$ cat src/rtl/core/tsilp_pkg.sv
package tsilp_pkg;

  localparam logic [7:0] CH_NUL   = 8'h00;
  localparam logic [7:0] CH_ZERO  = 8'h30;
  localparam logic [7:0] CH_NINE  = 8'h39;
  localparam logic [7:0] CH_MINUS = 8'h2D;
  localparam logic [7:0] CH_PLUS  = 8'h2B;
  localparam logic [7:0] CH_SPACE = 8'h20;

  localparam logic [1:0] TOKENS_NONE = 2'd0;
  localparam logic [1:0] TOKENS_ONE  = 2'd1;
  localparam logic [1:0] TOKENS_TWO  = 2'd2;
  localparam logic [1:0] TOKENS_MANY = 2'd3;

  typedef enum logic [2:0] {
    STATUS_OK        = 3'd0,
    STATUS_EMPTY     = 3'd1,
    STATUS_TOO_FEW   = 3'd2,
    STATUS_TOO_MANY  = 3'd3,
    STATUS_INVALID   = 3'd4
  } status_t;

endpackage

$ cat src/rtl/core/two_signed_int_line_parser_core.sv
// A terminator byte, once accepted, loads the result registers and raises out_valid.
// Throughput: one byte per cycle, save while a terminator is held by in_stall; the per-byte
// update is one times-ten add in the accumulator of the current token.
// A terminator stalls only while the result register is still full and stalled.
// Reset (rst, synchronous, active high) clears the line state and the result valid.
module two_signed_int_line_parser_core
  import tsilp_pkg::*;
#(
  parameter int VALUE_WIDTH = 32
) (
  input  logic               clk,
  input  logic               rst,
  input  logic               in_valid,
  output logic               in_stall,
  input  logic [7:0]         char_code,
  output logic               out_valid,
  input  logic               out_stall,
  output logic signed [31:0] first_number,
  output logic signed [31:0] second_number,
  output logic [2:0]         status
);

  logic                   in_token, in_token_next;
  logic [1:0]             token_count, token_count_next;
  logic [VALUE_WIDTH-1:0] first_accum, first_accum_next;
  logic [VALUE_WIDTH-1:0] second_accum, second_accum_next;
  logic                   first_negative, first_negative_next;
  logic                   second_negative, second_negative_next;
  logic                   first_invalid, first_invalid_next;
  logic                   second_invalid, second_invalid_next;
  logic                   digit_seen, digit_seen_next;

  logic                   accept;
  logic                   is_digit;
  logic [VALUE_WIDTH-1:0] digit;
  logic [1:0]             count_upd;
  logic                   fin_first_invalid, fin_second_invalid;
  status_t                line_status;
  logic signed [VALUE_WIDTH-1:0] first_value, second_value;

  assign in_stall = out_valid && out_stall && (char_code == CH_NUL);
  assign accept   = in_valid && !in_stall;
  assign is_digit = (char_code >= CH_ZERO) && (char_code <= CH_NINE);
  assign digit    = VALUE_WIDTH'(char_code - CH_ZERO);

  always_comb begin
    in_token_next        = in_token;
    token_count_next     = token_count;
    first_accum_next     = first_accum;
    second_accum_next    = second_accum;
    first_negative_next  = first_negative;
    second_negative_next = second_negative;
    first_invalid_next   = first_invalid;
    second_invalid_next  = second_invalid;
    digit_seen_next      = digit_seen;
    count_upd            = token_count;

    if (char_code == CH_NUL) begin
      in_token_next        = 1'b0;
      token_count_next     = TOKENS_NONE;
      first_accum_next     = '0;
      second_accum_next    = '0;
      first_negative_next  = 1'b0;
      second_negative_next = 1'b0;
      first_invalid_next   = 1'b0;
      second_invalid_next  = 1'b0;
      digit_seen_next      = 1'b0;
    end else if (char_code == CH_SPACE) begin
      in_token_next = 1'b0;
      if (in_token && !digit_seen) begin
        if (token_count == TOKENS_ONE) first_invalid_next = 1'b1;
        if (token_count == TOKENS_TWO) second_invalid_next = 1'b1;
      end
    end else if (!in_token && (char_code == CH_MINUS || char_code == CH_PLUS)) begin
      in_token_next   = 1'b1;
      digit_seen_next = 1'b0;
      if (token_count != TOKENS_MANY) count_upd = token_count + 2'd1;
      token_count_next = count_upd;
      if (char_code == CH_MINUS) begin
        if (count_upd == TOKENS_ONE) first_negative_next = 1'b1;
        if (count_upd == TOKENS_TWO) second_negative_next = 1'b1;
      end
    end else begin
      if (!in_token) begin
        in_token_next   = 1'b1;
        digit_seen_next = 1'b0;
        if (token_count != TOKENS_MANY) count_upd = token_count + 2'd1;
        token_count_next = count_upd;
      end
      if (is_digit) begin
        digit_seen_next = 1'b1;
        if (count_upd == TOKENS_ONE)
          first_accum_next = VALUE_WIDTH'((first_accum << 3) + (first_accum << 1) + digit);
        if (count_upd == TOKENS_TWO)
          second_accum_next = VALUE_WIDTH'((second_accum << 3) + (second_accum << 1) + digit);
      end else begin
        if (count_upd == TOKENS_ONE) first_invalid_next = 1'b1;
        if (count_upd == TOKENS_TWO) second_invalid_next = 1'b1;
      end
    end
  end

  // terminator closes the open token first
  always_comb begin
    fin_first_invalid  = first_invalid;
    fin_second_invalid = second_invalid;
    if (in_token && !digit_seen) begin
      if (token_count == TOKENS_ONE) fin_first_invalid = 1'b1;
      if (token_count == TOKENS_TWO) fin_second_invalid = 1'b1;
    end
    case (token_count)
      TOKENS_NONE: line_status = STATUS_EMPTY;
      TOKENS_ONE:  line_status = STATUS_TOO_FEW;
      TOKENS_MANY: line_status = STATUS_TOO_MANY;
      default:     line_status = (fin_first_invalid || fin_second_invalid) ?
                                 STATUS_INVALID : STATUS_OK;
    endcase
    first_value  = first_negative ? signed'(-first_accum) : signed'(first_accum);
    second_value = second_negative ? signed'(-second_accum) : signed'(second_accum);
  end

  always_ff @(posedge clk) begin
    if (rst) begin
      in_token        <= 1'b0;
      token_count     <= TOKENS_NONE;
      first_accum     <= '0;
      second_accum    <= '0;
      first_negative  <= 1'b0;
      second_negative <= 1'b0;
      first_invalid   <= 1'b0;
      second_invalid  <= 1'b0;
      digit_seen      <= 1'b0;
    end else if (accept) begin
      in_token        <= in_token_next;
      token_count     <= token_count_next;
      first_accum     <= first_accum_next;
      second_accum    <= second_accum_next;
      first_negative  <= first_negative_next;
      second_negative <= second_negative_next;
      first_invalid   <= first_invalid_next;
      second_invalid  <= second_invalid_next;
      digit_seen      <= digit_seen_next;
    end
  end

  always_ff @(posedge clk) begin
    if (rst) begin
      out_valid <= 1'b0;
    end else if (accept && char_code == CH_NUL) begin
      out_valid <= 1'b1;
    end else if (!out_stall) begin
      out_valid <= 1'b0;
    end
  end

  always_ff @(posedge clk) begin
    if (accept && char_code == CH_NUL) begin
      status <= line_status;
      if (line_status == STATUS_OK) begin
        first_number  <= 32'(first_value);
        second_number <= 32'(second_value);
      end else begin
        first_number  <= '0;
        second_number <= '0;
      end
    end
  end

endmodule
$ cat config.mk
export PLATFORM = sky130hd
export DESIGN_NAME = two_signed_int_line_parser_core
export DESIGN_NICKNAME = d
export VERILOG_FILES = /design/src/rtl/core/tsilp_pkg.sv /design/src/rtl/core/two_signed_int_line_parser_core.sv
export SDC_FILE = /design/constraint.sdc
export NUM_CORES = 1
export LEC_CHECK = 0
export ABC_AREA = 1
export BUFFER_PORTS_ARGS = -buffer_cell sky130_fd_sc_hd__clkbuf_2
export CAP_MARGIN = 10
export CORE_ASPECT_RATIO = 1.75
export CORE_UTILIZATION = 57
export DETAILED_ROUTE_END_ITERATION = 12
export PLACE_DENSITY = 0.87
export SLEW_MARGIN = 20
export SYNTH_ARGS = -nofsm -noshare
export SYNTH_HDL_FRONTEND = slang
export SYNTH_SLANG_ARGS = --single-unit
$ cat constraint.sdc
create_clock -name clk -period 5.5 [get_ports clk]
set_input_delay 0.55 -clock clk [delete_from_list [all_inputs] [get_ports clk]]
set_output_delay 0.55 -clock clk [all_outputs]
set_load 0.02 [all_outputs]
# Word-level counts from Yosys, hierarchy flattened
# Cells that the tools add are included.
[word_totals]
reg_bits = 140
in_bits = 12
wordCells = 130
output_inout_bits = 69
[op_classes]
n_eq_ne = 17
n_addsub = 8
magnitude_cmp = 2
muxes = 58
reduce_logical = 32
[op_table]
columns = ["op", "count"]
rows = [
  ["$mux 32", 12],
  ["$add 32x32->32", 4],
  ["$neg 32->32", 2],
  ["$mux 1", 33],
  ["$eq 8x6->1 const B", 3],
  ["$mux 2", 11],
  ["$reduce_and 5->1", 4],
  ["$reduce_bool 2->1", 7],
  ["$pmux 3 s3", 1],
  ["$sub 8x6->9 const B", 1],
  ["$eq 2x2->1 const B", 4],
  ["$ge 8x6->1 const B", 1],
  ["$le 8x6->1 const B", 1],
  ["$logic_not 8->1", 1],
  ["$reduce_and 4->1", 2],
  ["$logic_and 1x1->1", 7],
  ["$eq 2x1->1 const B", 3],
  ["$ne 2x2->1 const B", 3],
  ["$reduce_bool 3->1", 2],
  ["$ne 4x1->1 const B", 1],
  ["$logic_not 1->1", 3],
  ["$logic_not 3->1", 1],
  ["$mux 3", 1],
  ["$ne 3x1->1 const B", 1],
  ["7 further kinds", 8],
]

# Logic depth before layout (Yosys ltp)
# Gate-level depths: netlist of the first run.
[depth]
depth_word = 12
mapped_depth = 17
ltp_nobuf = 17

# Worst setup path after synthesis of the first run
# OpenSTA, ideal clock, no wires.
[synth_path]
kind = "input to register"
from = "in char_code[4]"
to = "reg first_accum[15]"
stages = 12
path_buffers = 0
slack_ns = -0.057
setup_ns = 0.115
t_arrival_ns = 5.442
required_ns = 5.385
path_cell_list = "ha_1 -> nor2_1 -> fa_1 -> ha_1 -> nand2_1 -> nor2_1 -> and2_1 -> nand2_1 -> nand2_1 -> xnor2_1 -> o21ai_0 -> and2_1"
[synth_via]
elab_chain_cells = 7
elab_cells_between_ends = 24
classes_between = "add/sub (2); order compare (2); eq/ne (5); mux (5); reduce/logical (10)"
[synth_lines]
columns = ["item", "line_no", "source"]
rows = [
  ["from (decl)", "two_signed_int_line_parser_core.sv:15", "input logic [7:0] char_code,"],
  ["$sub 8x6->9", "two_signed_int_line_parser_core.sv:44", "assign digit = VALUE_WIDTH'(char_code - CH_ZERO);"],
  ["$add 32x32->32", "two_signed_int_line_parser_core.sv:93", "first_accum_next = VALUE_WIDTH'((first_accum << 3) + (first_accum << 1) + digit);"],
  ["$mux 32", "two_signed_int_line_parser_core.sv:92", "if (count_upd == TOKENS_ONE)"],
  ["$mux 32", "two_signed_int_line_parser_core.sv:90", "if (is_digit) begin"],
  ["$mux 32", "two_signed_int_line_parser_core.sv:74", "end else if (!in_token && (char_code == CH_MINUS || char_code == CH_PLUS)) begin"],
  ["$mux 32", "two_signed_int_line_parser_core.sv:68", "end else if (char_code == CH_SPACE) begin"],
  ["$mux 32", "two_signed_int_line_parser_core.sv:58", "if (char_code == CH_NUL) begin"],
  ["to (signal assigned)", "two_signed_int_line_parser_core.sv:136", "first_accum <= first_accum_next;"],
  ["to (decl)", "two_signed_int_line_parser_core.sv:25", "logic [VALUE_WIDTH-1:0] first_accum, first_accum_next;"],
]
# Parallel ways exist; a longest one is shown, timed or not. The select of a mux whose other input is x is not followed.
# A chain may end at the register's enable or synchronous reset.

# Worst setup path after layout of the first run
[layout_path]
from = "in char_code[5]"
to = "reg first_accum[28]"
# Same word-level chain as after synthesis.

==> results.py, run 1 <==
metrics = {
    "pwr": {
        "combPwrFrac": 0.107,
        "switchingPower_mw": 0.683,
        "share_seq_of_total_power": 0.435,
        "p_leak_nw": 7.38,
        "p_int_mw": 1.84,
        "p_per_area_nw_per_um2": 178,
        "p_sw_frac": 0.271,
        "power_frac_clock": 0.459,
        "vdd_ir_drop_max_uv": 221,
    },
    "sta": {
        "min_period_ns": 3.61,
        "holdWs_ns": 0.364,
        "fmax_mhz": 277,
        "final.period_utilization": 0.656,
        "hold_violations": 0,
        "slew_headroom": 0.386,
        "setup_viol": 0,
        "worstMarginPinSlew_ns": 0.914,
        "rsz0062_at_grt": "no",
        "finClkSkew_ns": 0.0128,
        "fin_tns_setup_ns": 0,
        "maxSlewViolCount": 0,
    },
    "floorplanning": {
        "die_area_um2": 23300,
        "core_um2": 22200,
        "initial_core_util": 0.584,
        "die_w_um": 116,
        "die-height_um": 201,
        "boundaryPins": 81,
        "rows": 72,
    },
    "final_layout": {
        "drive_gt1_frac": 0.0852,
        "mostFrequentLayoutCell": "nand2_1",
        "area_growth_pct": 9.33,
        "multi_input_area_um2": 8120,
        "layout_common_cells": "nand2_1 (612), inv_1 (293), nor2_1 (188)",
        "fin_cells": 2291,
        "n_fill_cell": 2090,
        "regArea_um2": 3470,
        "diodes": 0,
        "final_nets": 2126,
    },
    "placement": {
        "dpl.hpwl_mm": 32.0,
        "gp_congestion": 0.998,
        "dp.cells": 2258,
        "port_buffers": 80,
    },
    "min_path": {
        "hold-path-endpoint": "out_valid",
        "hold_path.startpoint": "out_stall",
        "hp-class": "in -> reg",
        "whs_path_depth": 3,
    },
    "logic_synthesis": {
        "synth_area_leaders": "nand2_1 (18%), edfxtp_1 (16%), dfxtp_1 (11%)",
        "synth-seq-cells": 140,
        "synth.avg_cell_area_um2": 6.79,
        "yosysSeqAreaShare": 0.269,
        "yosysUniqueCellTypes": 44,
        "ys_warn_count": 0,
        "yosysTopAreaCell": "nand2_1",
        "syn_nets": 2050,
        "syn_inst": 1906,
        "synth_top_area_frac": 0.178,
        "netlist_area_um2": 12900,
    },
    "route": {
        "drt_iter0_drc": 881,
        "firstDrtPassIters": 5,
        "dr_total_vias": 12954,
        "vias_per_cell": 5.65,
        "wire_per_inst_um": 18.2,
        "routed_wl_mm": 41.7,
        "drc": 0,
        "antenna_left": 0,
    },
    "critical_path": {
        "slowest_delay_ns": 0.53,
        "start_kind": "input pin",
        "crit_top_cell": "nand2_1",
        "crit_chain": "clkbuf_2 -> ha_1 -> nor2_4 -> buf_16 -> buf_4 -> fa_1 -> ha_1 -> nand2_1 -> nor2_1 -> nand2_1 -> nor2_1 -> nand2_1 -> nand2_1 -> nand2_1 -> nand3_1 -> a21oi_1",
        "r2r-end": "first_accum[16]",
        "critPathLaunch": "char_code[5]",
        "crit_type": "in -> reg",
        "slowest_stage": "nor2_4",
        "crit_fanout": 17,
        "reg2regPathDepth": 13,
        "crit_path_end_kind": "register",
        "required_ns": 5.80,
        "worst-endpoint-arrival_ns": 3.91,
        "reg2reg_from": "first_accum[2]",
        "r2r_slack_ns": 2.55,
    },
    "clock_network": {
        "post-cts-setup-buffer-count": 0,
        "tritoncts": "built",
        "cts_made_buffers": 17,
        "holdBufCountCts": 0,
        "clkTransAtPathRegs_ns": 0.06,
        "clk_path_buf_depth": 2,
        "clockRootBuffer": "clkbuf_16",
        "clk_latency_ns": 0.46,
        "cts.sinks": 140,
        "cts_resized": 0,
        "htreeDepth": 4,
    },
    "global_routing": {
        "overflow": 0,
        "grt_pass1_wl_mm": 65.8,
        "grt_max_degree": 67,
        "antenna_found_initial": 0,
        "grt_use_total": 0.380,
        "grt_pass1_vias": 13000,
    },
    "run": {
        "cap_violations": 0,
    },
    "outcome": {
        "status": "completed",
    },
}
-- sequential cells by signal, indices dropped and copies added (netlist names) --
| name | count |
|---|---|
| digit_seen | 1 |
| first_accum | 32 |
| first_invalid | 1 |
| first_negative | 1 |
| first_number | 32 |
| in_token | 1 |
| out_valid | 1 |
| second_accum | 32 |
| second_invalid | 1 |
| second_negative | 1 |
| second_number | 32 |
| status | 3 |
| token_count | 2 |
-- synth_stat cells (all sizes together) --
library cell,number
nand4,25
xnor2,14
buf,16
edfxtp,67
and2,8
nor4,4
clkinv,3
nor3b,4
clkbuf,15
a21oi,165
inv,296
o211ai,4
nor3,20
a31oi,5
fa,58
o21ai,58
ha,74
nand3b,9
o21bai,2
o31ai,1
nand2,619
xor2,33
nand3,119
dfxtp,73
or2,9
and3,3
nor2,200
a21o,2
-- per-layer routing --
metal,global-route usage,wire length (µm),vias up
li1,-,-,6213
met1,0.369,13600,6000
met4,0.343,4330,0
met3,0.0810,2590,228
met2,0.657,21200,513
met5,0,0,-
-- power by group through the flow --
stage                     Combinational, mW  Sequential [mW]  Clock, mW
after floorplan                       0.187             1.12          0
after global placement                0.249             1.12          0
after detailed placement              0.256             1.12          0
after CTS                             0.258             1.10       1.15
after global routing                  0.296             1.10       1.20
final                                 0.269             1.10       1.16
-- worst max-delay path, delay by kind of cell --
family                     cells  cell delay, ns
AOI/OAI and AO/OA              1            0.10
adders and majority gates      3            1.11
buffers and inverters          3            0.63
and+or+nand+nor                9            1.50
-- through the flow --
stage	utilization	worst slack [ns]	power, mW	cell area, µm²
6_report	0.638	1.89	2.52	14100
5_1_grt	0.638	1.66	2.59	14100
4_1_cts	0.637	1.68	2.51	14100
3_5_place_dp	0.611	1.20	1.37	13500
3_3_place_gp	0.611	1.25	1.37	13500
2_1_floorplan	-	1.07	1.30	12900
-- final cells by class --
class | instances | area share
Clock inverter | 14 | 0.0104
Clock buffer | 18 | 0.0303
Multi-Input combinational cell | 1436 | 0.574
Tap cell | 296 | 0.0262
Inverter | 299 | 0.0797
Sequential cell | 140 | 0.246
Timing Repair Buffer | 88 | 0.0340
-- logic make-up (layout without fill, tap and decap cells) --
| group | count (synthesis) | count (layout) | share of synthesized area |
|---|---|---|---|
| and+or+nand+nor | 1020 | 1020 | 0.337 |
| xor gates and xnor gates | 47 | 47 | 0.0318 |
| buffers and inverters | 330 | 419 | 0.105 |
| adders and majority gates | 132 | 132 | 0.161 |
| AOI/OAI and AO/OA | 237 | 237 | 0.0965 |
| DFF | 140 | 140 | 0.269 |
-- worst max path at each step --
stage,endpoint,depth (start not counted)
floorplan,first_accum[15],12
global placement,first_accum[23],14
detailed placement,first_accum[23],14
CTS,first_accum[23],14
global route,first_accum[28],16
finish,first_accum[28],16
No activity file was read; power rests on OpenSTA's default activity.
==> run 2: changes to the inputs <==
--- a/config.mk
+++ b/config.mk
@@ -9,9 +9,9 @@
 export BUFFER_PORTS_ARGS = -buffer_cell sky130_fd_sc_hd__clkbuf_2
 export CAP_MARGIN = 10
 export CORE_ASPECT_RATIO = 1.75
-export CORE_UTILIZATION = 57
+export CORE_UTILIZATION = 63
 export DETAILED_ROUTE_END_ITERATION = 12
-export PLACE_DENSITY = 0.87
+export PLACE_DENSITY = 0.9
 export SLEW_MARGIN = 20
 export SYNTH_ARGS = -nofsm -noshare
 export SYNTH_HDL_FRONTEND = slang
==> constraint.sdc (replaced) <==
create_clock -name clk -period 3.8 [get_ports clk]
set_input_delay 0.38 -clock clk [delete_from_list [all_inputs] [get_ports clk]]
set_output_delay 0.38 -clock clk [all_outputs]
set_load 0.02 [all_outputs]
==> run 2 against run 1 <==
Clock power grew 50%; sequential power increased by 45%; design area barely moved; via count increased by 1.6%; combinational power rose by 45%; sequential share of layout area about the same; routed wire length grew 4.3%; global-route usage up 5.5 points; first-iteration DRC count rose by 16%; sequential cell count is the same; register-to-register slack got worse by 2.2 ns; critical path type is now reg -> reg; largest cell class unchanged.
==> results.py, run 2 (synthesized netlist as in run 1, its figures left out) <==
metrics = {
    "outcome": {
        "status": "completed",
    },
    "critical_path": {
        "r2r-end": "first_accum[16]",
        "crit_chain": "fa_1 -> ha_1 -> nand2_1 -> nor2_2 -> nand2_1 -> nand2_1 -> inv_1 -> nand2_1 -> xor2_1 -> nand2_1 -> a21oi_1",
        "slowest_stage": "dfxtp_1",
        "crit_fanout": 7,
        "worst-endpoint-arrival_ns": 3.81,
        "reg2regPathDepth": 11,
        "required_ns": 4.17,
        "crit_path_end_kind": "register",
        "crit_top_cell": "nand2_1",
        "r2r_slack_ns": 0.36,
        "start_kind": "register",
        "slowest_delay_ns": 0.80,
        "crit_type": "reg -> reg",
        "reg2reg_from": "first_accum[14]",
    },
    "final_layout": {
        "layout_common_cells": "nand2_1 (612), inv_1 (293), nor2_1 (187)",
        "final_nets": 2129,
        "n_fill_cell": 1767,
        "multi_input_area_um2": 8120,
        "final_core_util": 0.700,
        "diodes": 0,
        "drive_gt1_frac": 0.0861,
        "mostFrequentLayoutCell": "nand2_1",
        "area_growth_pct": 9.28,
        "regArea_um2": 3470,
    },
    "sta": {
        "fmax_mhz": 290,
        "rsz0062_at_grt": "no",
        "worstMarginPinSlew_ns": 0.918,
        "final.period_utilization": 0.906,
        "hold_violations": 0,
        "maxSlewViolCount": 0,
        "finClkSkew_ns": 0.0102,
        "min_period_ns": 3.44,
        "setup_viol": 0,
        "slew_headroom": 0.388,
        "fin_tns_setup_ns": 0,
    },
    "route": {
        "dr_total_vias": 13165,
        "drt_iter0_drc": 1018,
        "wire_per_inst_um": 19.3,
        "wl_met3_mm": 3.30,
        "routed_wl_mm": 43.5,
        "topRoutingLayerUsed": "met4",
        "vias_per_cell": 5.86,
        "firstDrtPassIters": 7,
        "wl_met2_mm": 21.7,
        "wl_met1_mm": 13.8,
        "drc": 0,
        "antenna_left": 0,
    },
    "min_path": {
        "hp-class": "in -> reg",
        "hold-path-endpoint": "out_valid",
        "hold_path.startpoint": "out_stall",
        "whs_path_depth": 3,
    },
    "placement": {
        "port_buffers": 80,
        "gp_congestion": 1.06,
        "dpl.hpwl_mm": 32.8,
    },
    "clock_network": {
        "cts_made_buffers": 17,
        "htreeDepth": 4,
        "clockRootBuffer": "clkbuf_16",
        "cts_resized": 0,
        "clk_path_buf_depth": 2,
        "clk_latency_ns": 0.45,
        "holdBufCountCts": 0,
        "post-cts-setup-buffer-count": 0,
        "tritoncts": "built",
        "cts.sinks": 140,
        "clkTransAtPathRegs_ns": 0.06,
    },
    "global_routing": {
        "grt_pass1_wl_mm": 66.6,
        "grt_use_total": 0.435,
        "overflow": 0,
        "grt_pass1_vias": 12932,
        "grt_max_degree": 50,
        "antenna_found_initial": 0,
    },
    "floorplanning": {
        "die-height_um": 192,
        "boundaryPins": 81,
        "core_um2": 20200,
        "die_w_um": 110,
        "rows": 69,
        "initial_core_util": 0.640,
        "die_area_um2": 21100,
    },
    "pwr": {
        "p_per_area_nw_per_um2": 263,
        "p_leak_nw": 7.42,
        "vdd_ir_drop_max_uv": 372,
    },
    "run": {
        "cap_violations": 0,
    },
}
## run 2: changes by cell type in the layout (fill, tap and decap cells not counted), sizes merged
cell	change
clkinv	+1
clkbuf	+4
inv	-1
buf	+3
clkinvlp	-4
## run 2: how the worst max path moves through the flow
stage                          from              end  slack [ns]  cells past startpoint
finish              first_accum[14]  first_accum[16]        0.36                     11
global route           char_code[4]  first_accum[16]        0.09                     15
CTS                    char_code[5]  first_accum[16]        0.68                     15
detailed placement     char_code[5]  first_accum[16]        0.23                     15
global placement       char_code[4]  first_accum[16]        0.30                     15
floorplan              char_code[4]  first_accum[15]        0.27                     12
## run 2: report_power, final
part | internal, mW | leakage (nW) | total, mW | switching (mW)
clock network | 1.04 | 0.291 | 1.74 | 0.699
logic | 0.124 | 5.90 | 0.389 | 0.265
registers | 1.57 | 1.23 | 1.59 | 0.0118
## run 2: critical path, delay by kind of cell (launching register included)
| kind | cells | cell delay, ns |
|---|---|---|
| xor gates and xnor gates | 1 | 0.18 |
| AOI/OAI and AO/OA | 1 | 0.17 |
| buffers and inverters | 1 | 0.05 |
| and+or+nand+nor | 6 | 1.17 |
| DFF | 1 | 0.80 |
| adders and majority gates | 2 | 0.99 |
## run 2: cell type report
cell class | instances | share of cell area
clock buffers | 22 | 0.0343
clock inverters | 10 | 0.00797
inverters | 299 | 0.0798
multi-input cells | 1436 | 0.574
flip-flops and latches | 140 | 0.246
well taps | 248 | 0.0220
repair buffers | 91 | 0.0359
## run 2: layer usage
metal	vias up	global-route usage
li1	6213	-
met3	264	0.120
met4	0	0.414
met2	604	0.735
met5	-	0
met1	6084	0.409
## run 2: stage by stage
stage / cell area [µm²] / hold WS, ns / std cells / total power, mW / setup WS [ns]
floorplan: 12900 / 0.423 / 1906 / 1.89 / 0.275
global placement: 13500 / 0.447 / 2214 / 1.98 / 0.299
detailed placement: 13500 / 0.470 / 2214 / 1.99 / 0.227
CTS: 14100 / 0.206 / 2246 / 3.70 / 0.678
global route: 14100 / 0.226 / 2246 / 3.80 / 0.0945
finish: 14100 / 0.208 / 2246 / 3.71 / 0.357
